--- src/hdl/efd_pkg.sv ---
//------------------------------------------------------------------------------
// efd_pkg: shared types and constants of the escaped frame deframer
// Control bytes, result kind codes, counter widths and the CRC-16 byte step.
//------------------------------------------------------------------------------
`default_nettype none

package efd_pkg;

   // frame size limit and derived widths
   localparam int MAX_FRAME_BYTES = 1024;
   localparam int COUNT_W = $clog2(MAX_FRAME_BYTES + 1);
   localparam int LEN_W = 11;
   localparam int LEN_MAX = (1 << LEN_W) - 1;
   localparam int EXT_W = (COUNT_W > LEN_W) ? COUNT_W : LEN_W;

   // line control bytes
   localparam logic [7:0] CH_SOH = 8'h01;
   localparam logic [7:0] CH_EOT = 8'h04;
   localparam logic [7:0] CH_DLE = 8'h10;

   localparam logic [15:0] CRC_POLY = 16'h1021;

   // result kinds
   localparam logic [1:0] KIND_DATA    = 2'd0;
   localparam logic [1:0] KIND_RESTART = 2'd1;
   localparam logic [1:0] KIND_GOOD    = 2'd2;
   localparam logic [1:0] KIND_BAD     = 2'd3;

   typedef struct packed {
      logic [1:0]       kind;
      logic [7:0]       data_byte;
      logic [LEN_W-1:0] frame_length;
   } rsp_item_type;

   typedef struct packed {
      logic         valid;
      rsp_item_type item;
   } push_type;

   // one CRC-16/XMODEM byte step, MSB first
   function automatic logic [15:0] crc16_byte(input logic [15:0] crc, input logic [7:0] b);
      logic [15:0] c;
      c = crc ^ {b, 8'h00};
      for (int k = 0; k < 8; k++) begin
         if (c[15]) begin
            c = {c[14:0], 1'b0} ^ CRC_POLY;
         end else begin
            c = {c[14:0], 1'b0};
         end
      end
      return c;
   endfunction

endpackage

`default_nettype wire

--- src/hdl/efd_channels.sv ---
//------------------------------------------------------------------------------
// efd channels: valid/ready interfaces of the deframer
// Request channel carries raw line bytes, response channel carries results.
//------------------------------------------------------------------------------
`default_nettype none

interface efd_req_if;
   logic       valid;
   logic       ready;
   logic [7:0] rx_byte;

   modport source (output valid, output rx_byte, input ready);
   modport sink (input valid, input rx_byte, output ready);
endinterface

interface efd_rsp_if;
   logic        valid;
   logic        ready;
   logic [1:0]  kind;
   logic [7:0]  data_byte;
   logic [10:0] frame_length;

   modport source (output valid, output kind, output data_byte, output frame_length,
                   input ready);
   modport sink (input valid, input kind, input data_byte, input frame_length,
                 output ready);
endinterface

`default_nettype wire

--- src/hdl/efd_frame_core.sv ---
//------------------------------------------------------------------------------
// efd_frame_core: input register and frame state machine
// Registers each line byte, then decodes escapes and frame markers, keeps the
// running CRC and byte count, and pushes at most one result per item.
//------------------------------------------------------------------------------
`default_nettype none

module efd_frame_core (
   input  wire logic          clock,
   input  wire logic          reset,
   efd_req_if.sink            req_chan,
   input  wire logic          fifo_full,
   output efd_pkg::push_type  push
);
   import efd_pkg::*;

   // input register
   logic                s1_valid_ff, s1_valid_in;
   logic [7:0]          s1_byte_ff;
   logic                advance;

   // frame state
   logic                esc_ff, esc_in;
   logic [COUNT_W-1:0]  count_ff, count_in;
   logic                ovf_ff, ovf_in;
   logic [7:0]          held0_ff, held0_in;
   logic [7:0]          held1_ff, held1_in;
   logic [15:0]         crc_ff, crc_in;

   logic [EXT_W-1:0]    count_ext;
   logic [LEN_W-1:0]    len_sat;
   logic                crc_match;
   logic                at_max;

   assign advance = s1_valid_ff && !fifo_full;
   assign req_chan.ready = !s1_valid_ff || !fifo_full;
   assign s1_valid_in = req_chan.ready ? req_chan.valid : s1_valid_ff;

   always_ff @(posedge clock) begin
      if (reset) begin
         s1_valid_ff <= 1'b0;
      end else begin
         s1_valid_ff <= s1_valid_in;
      end
      if (req_chan.valid && req_chan.ready) begin
         s1_byte_ff <= req_chan.rx_byte;
      end
   end

   // frame length saturates at the width of the result field
   assign count_ext = EXT_W'(count_ff);
   assign len_sat = (count_ext > EXT_W'(LEN_MAX)) ? LEN_W'(LEN_MAX) : LEN_W'(count_ext);
   assign crc_match = ({held1_ff, held0_ff} == crc_ff);
   assign at_max = (count_ff == COUNT_W'(MAX_FRAME_BYTES));

   // decode one byte
   always_comb begin
      esc_in = esc_ff;
      count_in = count_ff;
      ovf_in = ovf_ff;
      held0_in = held0_ff;
      held1_in = held1_ff;
      crc_in = crc_ff;
      push = '0;
      if (advance) begin
         if (!esc_ff && s1_byte_ff == CH_DLE) begin
            esc_in = 1'b1;
         end else if (!esc_ff && s1_byte_ff == CH_SOH) begin
            count_in = '0;
            ovf_in = 1'b0;
            held0_in = '0;
            held1_in = '0;
            crc_in = '0;
            push.valid = 1'b1;
            push.item.kind = KIND_RESTART;
         end else if (!esc_ff && s1_byte_ff == CH_EOT) begin
            // short EOT is dropped without a result
            if (count_ff >= COUNT_W'(2)) begin
               push.valid = 1'b1;
               push.item.kind = (count_ff > COUNT_W'(2) && !ovf_ff && crc_match) ?
                                KIND_GOOD : KIND_BAD;
               push.item.frame_length = len_sat;
               count_in = '0;
               ovf_in = 1'b0;
               held0_in = '0;
               held1_in = '0;
               crc_in = '0;
            end
         end else begin
            // data byte, literal after DLE
            esc_in = 1'b0;
            if (count_ff >= COUNT_W'(2)) begin
               crc_in = crc16_byte(crc_ff, held0_ff);
            end
            held0_in = held1_ff;
            held1_in = s1_byte_ff;
            if (at_max) begin
               ovf_in = 1'b1;
            end else begin
               count_in = count_ff + COUNT_W'(1);
            end
            push.valid = 1'b1;
            push.item.kind = KIND_DATA;
            push.item.data_byte = s1_byte_ff;
         end
      end
   end

   always_ff @(posedge clock) begin
      if (reset) begin
         esc_ff <= 1'b0;
         count_ff <= '0;
         ovf_ff <= 1'b0;
         held0_ff <= '0;
         held1_ff <= '0;
         crc_ff <= '0;
      end else begin
         esc_ff <= esc_in;
         count_ff <= count_in;
         ovf_ff <= ovf_in;
         held0_ff <= held0_in;
         held1_ff <= held1_in;
         crc_ff <= crc_in;
      end
   end

   // checks
   a_restart_clears: assert property (@(posedge clock) disable iff (reset)
      push.valid && push.item.kind == KIND_RESTART |=> count_ff == '0 && !ovf_ff)
      else $error("frame state not cleared after restart");

   a_good_needs_length: assert property (@(posedge clock) disable iff (reset)
      push.valid && push.item.kind == KIND_GOOD |-> count_ff > COUNT_W'(2) && !ovf_ff)
      else $error("good frame reported with short length or overflow");

   a_ovf_at_max: assert property (@(posedge clock) disable iff (reset)
      ovf_ff |-> at_max)
      else $error("overflow flag set below frame limit");

endmodule

`default_nettype wire

--- src/hdl/efd_rsp_fifo.sv ---
//------------------------------------------------------------------------------
// efd_rsp_fifo: two-entry result buffer
// Holds finished results so the input side keeps moving while the response
// side stalls; full is registered so no ready path crosses the block.
//------------------------------------------------------------------------------
`default_nettype none

module efd_rsp_fifo (
   input  wire logic          clock,
   input  wire logic          reset,
   input  wire efd_pkg::push_type push,
   output logic               fifo_full,
   efd_rsp_if.source          rsp_chan
);
   import efd_pkg::*;

   rsp_item_type  mem_ff [2];
   logic          wr_ptr_ff, rd_ptr_ff;
   logic [1:0]    count_ff, count_in;
   logic          pop;
   rsp_item_type  head;

   assign pop = rsp_chan.valid && rsp_chan.ready;
   assign fifo_full = (count_ff == 2'd2);
   assign head = mem_ff[rd_ptr_ff];

   assign rsp_chan.valid = (count_ff != 2'd0);
   assign rsp_chan.kind = head.kind;
   assign rsp_chan.data_byte = head.data_byte;
   assign rsp_chan.frame_length = head.frame_length;

   always_comb begin
      count_in = count_ff;
      if (push.valid && !pop) begin
         count_in = count_ff + 2'd1;
      end else if (!push.valid && pop) begin
         count_in = count_ff - 2'd1;
      end
   end

   // pointers and occupancy
   always_ff @(posedge clock) begin
      if (reset) begin
         wr_ptr_ff <= 1'b0;
         rd_ptr_ff <= 1'b0;
         count_ff <= 2'd0;
      end else begin
         count_ff <= count_in;
         if (push.valid) begin
            wr_ptr_ff <= !wr_ptr_ff;
         end
         if (pop) begin
            rd_ptr_ff <= !rd_ptr_ff;
         end
      end
   end

   // storage
   always_ff @(posedge clock) begin
      if (push.valid) begin
         mem_ff[wr_ptr_ff] <= push.item;
      end
   end

   // checks
   a_no_push_when_full: assert property (@(posedge clock) disable iff (reset)
      push.valid |-> !fifo_full)
      else $error("result pushed into full buffer");

   a_count_bound: assert property (@(posedge clock) disable iff (reset)
      count_ff != 2'd3)
      else $error("buffer occupancy out of range");

   a_ptr_gap: assert property (@(posedge clock) disable iff (reset)
      (count_ff == 2'd1) |-> (wr_ptr_ff != rd_ptr_ff))
      else $error("pointers disagree with occupancy");

endmodule

`default_nettype wire

--- src/hdl/escaped_frame_deframer_crc16_unit.sv ---
//------------------------------------------------------------------------------
// escaped_frame_deframer_crc16_unit: DLE-escaped frame deframer with CRC-16
// Unescapes line bytes, reports frame restarts and CRC-checked frame ends.
//
//   channel   dir  fields                              handshake
//   req_chan  in   rx_byte[7:0]                        valid/ready
//   rsp_chan  out  kind[1:0] data_byte[7:0]            valid/ready
//                  frame_length[10:0]
//
// One item per cycle sustained while the response side keeps taking results;
// a result is offered once its item has passed the input register and the
// frame logic has written it into the result buffer.
// Items that make no result (DLE, short EOT) pass through without a slot.
// Synchronous reset clears the frame state, the input stage and the buffer.
// A stalled response side fills the two-entry buffer and the input register,
// then the input stalls; full is registered, so a full buffer takes no push as it pops.
//------------------------------------------------------------------------------
`default_nettype none

module escaped_frame_deframer_crc16_unit (
   input  wire logic  clock,
   input  wire logic  reset,
   efd_req_if.sink    req_chan,
   efd_rsp_if.source  rsp_chan
);
   import efd_pkg::*;

   push_type  push;
   logic      fifo_full;

   efd_frame_core u_core (
      .clock     (clock),
      .reset     (reset),
      .req_chan  (req_chan),
      .fifo_full (fifo_full),
      .push      (push)
   );

   efd_rsp_fifo u_fifo (
      .clock     (clock),
      .reset     (reset),
      .push      (push),
      .fifo_full (fifo_full),
      .rsp_chan  (rsp_chan)
   );

endmodule

`default_nettype wire
--- src/flat_wrapper.sv ---
// flat-port wrapper written by rule: the top's interface ports become plain ports
module escaped_frame_deframer_crc16_unit_flat import efd_pkg::*;
  (clock, reset, req_chan_valid, req_chan_rx_byte, req_chan_ready, rsp_chan_valid, rsp_chan_kind, rsp_chan_data_byte, rsp_chan_frame_length, rsp_chan_ready);
  efd_req_if req_chan_i ();
  efd_rsp_if rsp_chan_i ();
  input  wire logic clock;
  input  wire logic reset;
  input wire logic [$bits(req_chan_i.valid)-1:0] req_chan_valid;
  input wire logic [$bits(req_chan_i.rx_byte)-1:0] req_chan_rx_byte;
  output wire logic [$bits(req_chan_i.ready)-1:0] req_chan_ready;
  output wire logic [$bits(rsp_chan_i.valid)-1:0] rsp_chan_valid;
  output wire logic [$bits(rsp_chan_i.kind)-1:0] rsp_chan_kind;
  output wire logic [$bits(rsp_chan_i.data_byte)-1:0] rsp_chan_data_byte;
  output wire logic [$bits(rsp_chan_i.frame_length)-1:0] rsp_chan_frame_length;
  input wire logic [$bits(rsp_chan_i.ready)-1:0] rsp_chan_ready;
  assign req_chan_i.valid = req_chan_valid;
  assign req_chan_i.rx_byte = req_chan_rx_byte;
  assign req_chan_ready = req_chan_i.ready;
  assign rsp_chan_valid = rsp_chan_i.valid;
  assign rsp_chan_kind = rsp_chan_i.kind;
  assign rsp_chan_data_byte = rsp_chan_i.data_byte;
  assign rsp_chan_frame_length = rsp_chan_i.frame_length;
  assign rsp_chan_i.ready = rsp_chan_ready;
  escaped_frame_deframer_crc16_unit u_core (.clock(clock), .reset(reset), .req_chan(req_chan_i), .rsp_chan(rsp_chan_i));
endmodule
--- config.mk ---
export PLATFORM = sky130hd
export DESIGN_NAME = escaped_frame_deframer_crc16_unit_flat
export DESIGN_NICKNAME = d
export VERILOG_FILES = /design/src/hdl/efd_pkg.sv /design/src/hdl/efd_channels.sv /design/src/hdl/efd_frame_core.sv /design/src/hdl/efd_rsp_fifo.sv /design/src/hdl/escaped_frame_deframer_crc16_unit.sv /design/src/flat_wrapper.sv
export SDC_FILE = /design/constraint.sdc
export NUM_CORES = 1
export LEC_CHECK = 0
export BUFFER_PORTS_ARGS = -buffer_cell sky130_fd_sc_hd__buf_2
export CORE_ASPECT_RATIO = 1.5
export CORE_UTILIZATION = 30
export CTS_CLUSTER_SIZE = 10
export DETAILED_ROUTE_END_ITERATION = 10
export PLACE_DENSITY = 0.54
export SYNTH_ARGS = -nofsm -noshare
export SYNTH_HDL_FRONTEND = slang
export SYNTH_SLANG_ARGS = --single-unit
--- constraint.sdc ---
create_clock -name clock -period 4.1 [get_ports clock]
set_clock_uncertainty 0.1 [all_clocks]
set_input_delay 1.025 -clock clock [delete_from_list [all_inputs] [get_ports clock]]
set_output_delay 1.025 -clock clock [all_outputs]
set_load 0.01 [all_outputs]
# Word level (Yosys, flattened, before mapping)

Memories as Yosys holds them, arrays and structs flattened. A register that Yosys moved wholly into a read port is not among the register bits.
Index checks and enable logic that the tools add are counted.

Register bits after elaboration: 58
Bits in latches: 0
Bits in writable memories: 42
Bits in read-only memories: 0
Input bits: 12
Output and inout port bits: 23
Logic and storage cells: 146
Memories kept: 1

Add/subtract/negate cells: 3
Multipliers: 0
Divide/modulo/power cells: 0
Magnitude comparators: 3
Eq/ne operators: 10
Shift-type cells: 0
Muxes and demuxes: 80
Bitwise logic cells: 10
Reduce and logical (&&, ||, !) cells: 28

Memories:

| name                 | depth | width | rd ports | clocked after memory_dff | write ports | RTL line           | text |
|---|---|---|---|---|---|---|---|
| u_core.u_fifo.mem_ff | 2     | 21    | 1        | 1                        | 1           | efd_rsp_fifo.sv:17 | `rsp_item_type mem_ff [2];` |

Operators with widths:

| cell                                                                                 | count |
|---|---|
| 16-bit two-way mux                                                                   | 39 |
| 13-bit two-way mux                                                                   | 8 |
| 11-bit two-way mux                                                                   | 7 |
| 8-bit two-way mux                                                                    | 6 |
| 22-bit two-way mux                                                                   | 2 |
| 3-bit inverter                                                                       | 8 |
| 19-bit two-way mux                                                                   | 1 |
| 16-bit == test                                                                       | 1 |
| 16-bit bitwise XOR                                                                   | 1 |
| 1-bit two-way mux                                                                    | 12 |
| 11-bit by 1-bit adder with 11-bit output, second input constant                      | 1 |
| 11-bit == test, second input constant                                                | 1 |
| 11-bit by 2-bit greater-or-equal comparator with 1-bit output, second input constant | 1 |
| 11-bit > comparator, second input constant                                           | 1 |
| 11-bit by 2-bit > comparator with 1-bit output, second input constant                | 1 |
| 1-bit logical AND                                                                    | 10 |
| 3-bit two-way mux                                                                    | 3 |
| 3-bit AND reduction                                                                  | 3 |
| 8-bit by 1-bit == test with 1-bit output, second input constant                      | 1 |
| 8-bit by 3-bit == test with 1-bit output, second input constant                      | 1 |
| 8-bit by 5-bit == test with 1-bit output, second input constant                      | 1 |
| 1-bit zero test                                                                      | 8 |
| 4-bit AND reduction                                                                  | 2 |
| 2-bit nonzero test                                                                   | 3 |
| 10 further kinds                                                                     | 12 |

# Longest topological paths before layout

Word-level depth: 55
Mapped depth: 11
Mapped depth without buffers: 10

# Modules after synthesis

Synthesis repeated with hierarchy kept, for this count alone.

Cell total of the unflattened synthesis: 368
Area, all modules: 4440.5 µm²

Modules (own cells, without submodules):

| module         | times used | cells an instance | area each (µm²) | seq. area each (µm²) |
|---|---|---|---|---|
| efd_frame_core | 1          | 281               | 2721.4          | 1161.1 |
| efd_rsp_fifo   | 1          | 87                | 1719.1          | 1361.3 |

# Worst setup path before layout

OpenSTA, ideal clock, no wires.

Path type: register -> register
From: register u_core.u_core.s1_byte_ff[7]
To: register u_core.u_fifo.count_ff[1]
Setup time: 0.070 ns
Data arrival time: 2.858 ns
Required time: 3.930 ns
Setup slack: 1.072 ns
Cell stages (with the launch flop): 10
Buffers on the path: 2
Clock period less this slack: 3.028 ns
Cell sequence: edfxtp_1 > or4_4 > or4_4 > buf_6 > nor3_4 > buf_6 > nor2_1 > ha_1 > or3_1 > a21oi_1

RTL lines:

| element                | RTL line             | text |
|---|---|---|
| start, declared        | efd_frame_core.sv:19 | `logic [7:0] s1_byte_ff;` |
| start signal, assigned | efd_frame_core.sv:46 | `s1_byte_ff <= req_chan.rx_byte;` |
| end signal, assigned   | efd_rsp_fifo.sv:48   | `count_ff <= count_in;` |
| end, declared          | efd_rsp_fifo.sv:19   | `logic [1:0] count_ff, count_in;` |

# Worst setup path in the final report

From: register u_core.u_core.s1_byte_ff[7]
To: memory u_core.u_fifo.mem_ff[0][6] in the netlist's numbering (enable)

Word-level cells in the longest chain between the ends: 8
Elaborated cells between the ends (all ways): 12
Those cells by class: eq/ne: 3; mux: 6; reduce/logical: 3

RTL lines:

| element                                   | RTL line             | text |
|---|---|---|
| 8-bit by 3-bit == test with 1-bit output  | efd_frame_core.sv:76 | `end else if (!esc_ff && s1_byte_ff == CH_EOT) begin` |
| 1-bit logical AND                         | efd_frame_core.sv:76 |  |
| 3-bit two-way mux                         | efd_frame_core.sv:76 |  |
| 3-bit two-way mux                         | efd_frame_core.sv:68 | `end else if (!esc_ff && s1_byte_ff == CH_SOH) begin` |
| 22-bit two-way mux *                      | efd_frame_core.sv:66 | `if (!esc_ff && s1_byte_ff == CH_DLE) begin` |
| 22-bit two-way mux *                      | efd_frame_core.sv:65 | `if (advance) begin` |
| 1-bit two-way mux *                       | efd_rsp_fifo.sv:60   | `if (push.valid) begin` |
| 1-bit two-way mux (not written as such) * | efd_rsp_fifo.sv:61   | `mem_ff[wr_ptr_ff] <= push.item;` |
| end, declared                             | efd_rsp_fifo.sv:17   |  |

Every way passes the cells marked *; elsewhere a longest branch is shown, timed or not.

==> flow_summary.json <==
{
  "core_mm2": 0.0150,
  "wl_met2_um": 5240,
  "arrival_ps": 3040,
  "dpl_cell_area_mm2": 0.00492,
  "wl_per_cell_um": 14.8,
  "clock_path_buffers": 2,
  "remaining_drc_errors": 0,
  "crit_type": "reg2reg",
  "m1WireLength_um": 4010,
  "path_clk_slew_ps": 70,
  "dpl.hpwl_um": 6940,
  "drt-initial-drc-count": 162,
  "n_antenna_cell": 0,
  "insertion_delay_ps": 350,
  "postRouteAntennaNets": 0,
  "antenna_found_initial": 0,
  "netlist_instances": 431,
  "setup_viol": 0,
  "cp-start-kind": "flop",
  "rsz0062_at_grt": "false",
  "tightest_slew_ps": 1020,
  "synth_area_per_cell_um2": 10.7,
  "overflow": 0,
  "ys.flop_type": "dfxtp_1",
  "cts_setup_buffers": 0,
  "die_x_um": 103,
  "drv_slew": 0,
  "gp_congestion": 0.782,
  "synth.distinct_cells": 39,
  "ys_seq_elements": 101,
  "drive_gt1_share_pct": 17.4,
  "rows": 55,
  "cts_hold_repair.buffers": 0,
  "max_slew_margin_pct": 31.6,
  "cellPowerDensity_mw_per_mm2": 471,
  "grt_util_all_layers_pct": 13.0,
  "synth_warnings": 0,
  "via_count": 3215,
  "cts-resized-gates": 0,
  "grt_max_degree": 54,
  "portBuffers": 34,
  "post-route-min-period_ps": 3170,
  "cts_tree": "built",
  "setup_tns_ps": 0,
  "root_buffer": "clkbuf_16",
  "cts_made_buffers": 9,
  "synth_nets": 447,
  "crit_path_end_kind": "flop",
  "synth_edf_count": 50,
  "hold_path_class": "reg2reg",
  "drv_cap": 0,
  "power.leakage_nw": 1.85,
  "ys_async_sr_fraction_pct": 0,
  "status": "completed",
  "finalHoldViolations": 0,
  "max-vdd-ir-drop_v": 0.000172,
  "synth-seq-area-share_pct": 54.9,
  "area_growth_syn_to_layout_pct": 13.4,
  "final_nets": 472,
  "critPathRequiredTime_ps": 3970,
  "cp_max_fo": 21,
  "chipHeight_um": 154,
  "finalCritPeriodShare_pct": 77.3,
  "clkSinkCount": 101,
  "grt_pass1_vias": 3101,
  "cts_max_level": 3,
  "syn_area_mm2": 0.00459,
  "first_pass_iters": 4,
  "grt_pass1_wl_um": 15500,
  "dieArea_mm2": 0.0158,
  "design_area_mm2": 0.00520,
  "fmax_mhz": 315,
  "ios": 35,
  "wl_met3_um": 260,
  "start_util_pct": 30.6,
  "drt-vias-per-instance": 4.87,
  "wirelength_um": 9740,
  "top_layer": "met4"
}
-- synthesized netlist by cell type, types with 7 or more instances --
cell type / count / share of area (%)
a21oi_1: 41 / 4.5
and2_1: 11 / 1.5
clkbuf_1: 18 / 1.5
dfxtp_1: 51 / 22
edfxtp_1: 50 / 33
inv_1: 16 / 1.3
mux2_2: 22 / 5.4
nand2_1: 29 / 2.4
nand3_1: 27 / 2.9
nand4_1: 14 / 1.9
nor2_1: 17 / 1.4
nor3_1: 7 / 0.76
o21ai_0: 22 / 2.4
xnor2_1: 26 / 5.0
xor2_1: 18 / 3.4
-- cell families after synthesis --
family          Yosys count  share of synthesized area, %
fa+ha+maj                 4                          1.09
mux                      22                          5.40
flops                   101                          54.9
compound gates           82                          9.92
xor+xnor                 44                          8.39
simple gates            138                          16.4
buf+inv                  40                          3.84
-- area by class of cell --
class	instances	area [um2]
Fill cell	1556	9800
Sequential cell	101	2520
Multi-Input combinational cell	290	1890
Tap cell	199	249
Clock buffer	9	225
Timing Repair Buffer	38	200
Inverter	16	60.1
Clock inverter	7	55.1
-- path summary, 6_finish.rpt --
path,start,endpoint,slack (ps),depth (start not counted)
worst max register to register,u_core.u_core.s1_byte_ff[7]$_DFFE_PP_,u_core.u_fifo.mem_ff[0][6]$_DFFE_PP_,930,6
worst min-delay path,u_core.u_fifo.wr_ptr_ff$_SDFFE_PP0P_,u_core.u_fifo.wr_ptr_ff$_SDFFE_PP0P_,390,2
worst min register to register,u_core.u_fifo.wr_ptr_ff$_SDFFE_PP0P_,u_core.u_fifo.wr_ptr_ff$_SDFFE_PP0P_,390,2
worst max-delay path,u_core.u_core.s1_byte_ff[7]$_DFFE_PP_,u_core.u_fifo.mem_ff[0][6]$_DFFE_PP_,930,6
-- metal layers --
layer / track usage [%] / up-vias
met5: 0 / -
met4: 6.77 / 0
met3: 1.82 / 15
met2: 23.0 / 63
met1: 14.8 / 1533
li1: - / 1604
-- state kept, by name, indices dropped and copies added, names as in the netlist, named ones only --
register / count
u_core.u_core.held0_ff: 8
u_core.u_fifo.mem_ff: 42
u_core.u_core.count_ext: 11
u_core.u_core.held1_ff: 8
u_core.u_fifo.rd_ptr_ff: 1
u_core.u_fifo.wr_ptr_ff: 1
u_core.u_core.s1_valid_ff: 1
u_core.u_core.esc_ff: 1
u_core.u_core.ovf_ff: 1
u_core.u_core.s1_byte_ff: 8
u_core.u_fifo.count_ff: 2
u_core.u_core.crc_ff: 16
-- power by group --
group,switching [mW],total [mW],internal (mW)
sequential,0.0754,1.22,1.14
combinational,0.233,0.432,0.199
clock,0.382,0.800,0.418
total,0.691,2.45,1.76
-- through the flow --
| step | util, % | worst slack (ps) | hold slack [ps] | power [mW] | cells |
|---|---|---|---|---|---|
| floorplan | - | 1070 | 358 | 1.53 | 431 |
| global placement | 32.8 | 986 | 384 | 1.68 | 644 |
| detailed placement | 32.8 | 913 | 374 | 1.68 | 644 |
| CTS | 34.7 | 897 | 385 | 2.49 | 660 |
| global route | 34.7 | 756 | 416 | 2.58 | 660 |
| finish | 34.7 | 929 | 393 | 2.45 | 660 |
-- layout by cell type, fill, tap and decap left out, types with 4 or more instances in the layout --
| cell | n |
|---|---|
| dfxtp_1 | 51 |
| edfxtp_1 | 50 |
| a21oi_1 | 41 |
| buf_2 | 34 |
| nand2_1 | 29 |
| nand3_1 | 27 |
| xnor2_1 | 26 |
| mux2_2 | 22 |
| o21ai_0 | 22 |
| xor2_1 | 18 |
| nor2_1 | 17 |
| inv_1 | 16 |
| nand4_1 | 14 |
| and2_1 | 11 |
| clkbuf_16 | 9 |
| nor3_1 | 7 |
| nand2b_1 | 5 |
| nor4_1 | 5 |
| or3_1 | 5 |
| nor2b_1 | 5 |
| o31ai_1 | 5 |
| ha_1 | 4 |
| buf_4 | 4 |
-- critical path, stage by stage, from the launching register on --
cell and delay [ps]:
edfxtp_1 420, or4_4 570, nor4b_4 470, nor3_4 40
buf_4 200, or3_1 350, inv_1 630
Note: power is estimated with default switching activity, not from simulation.
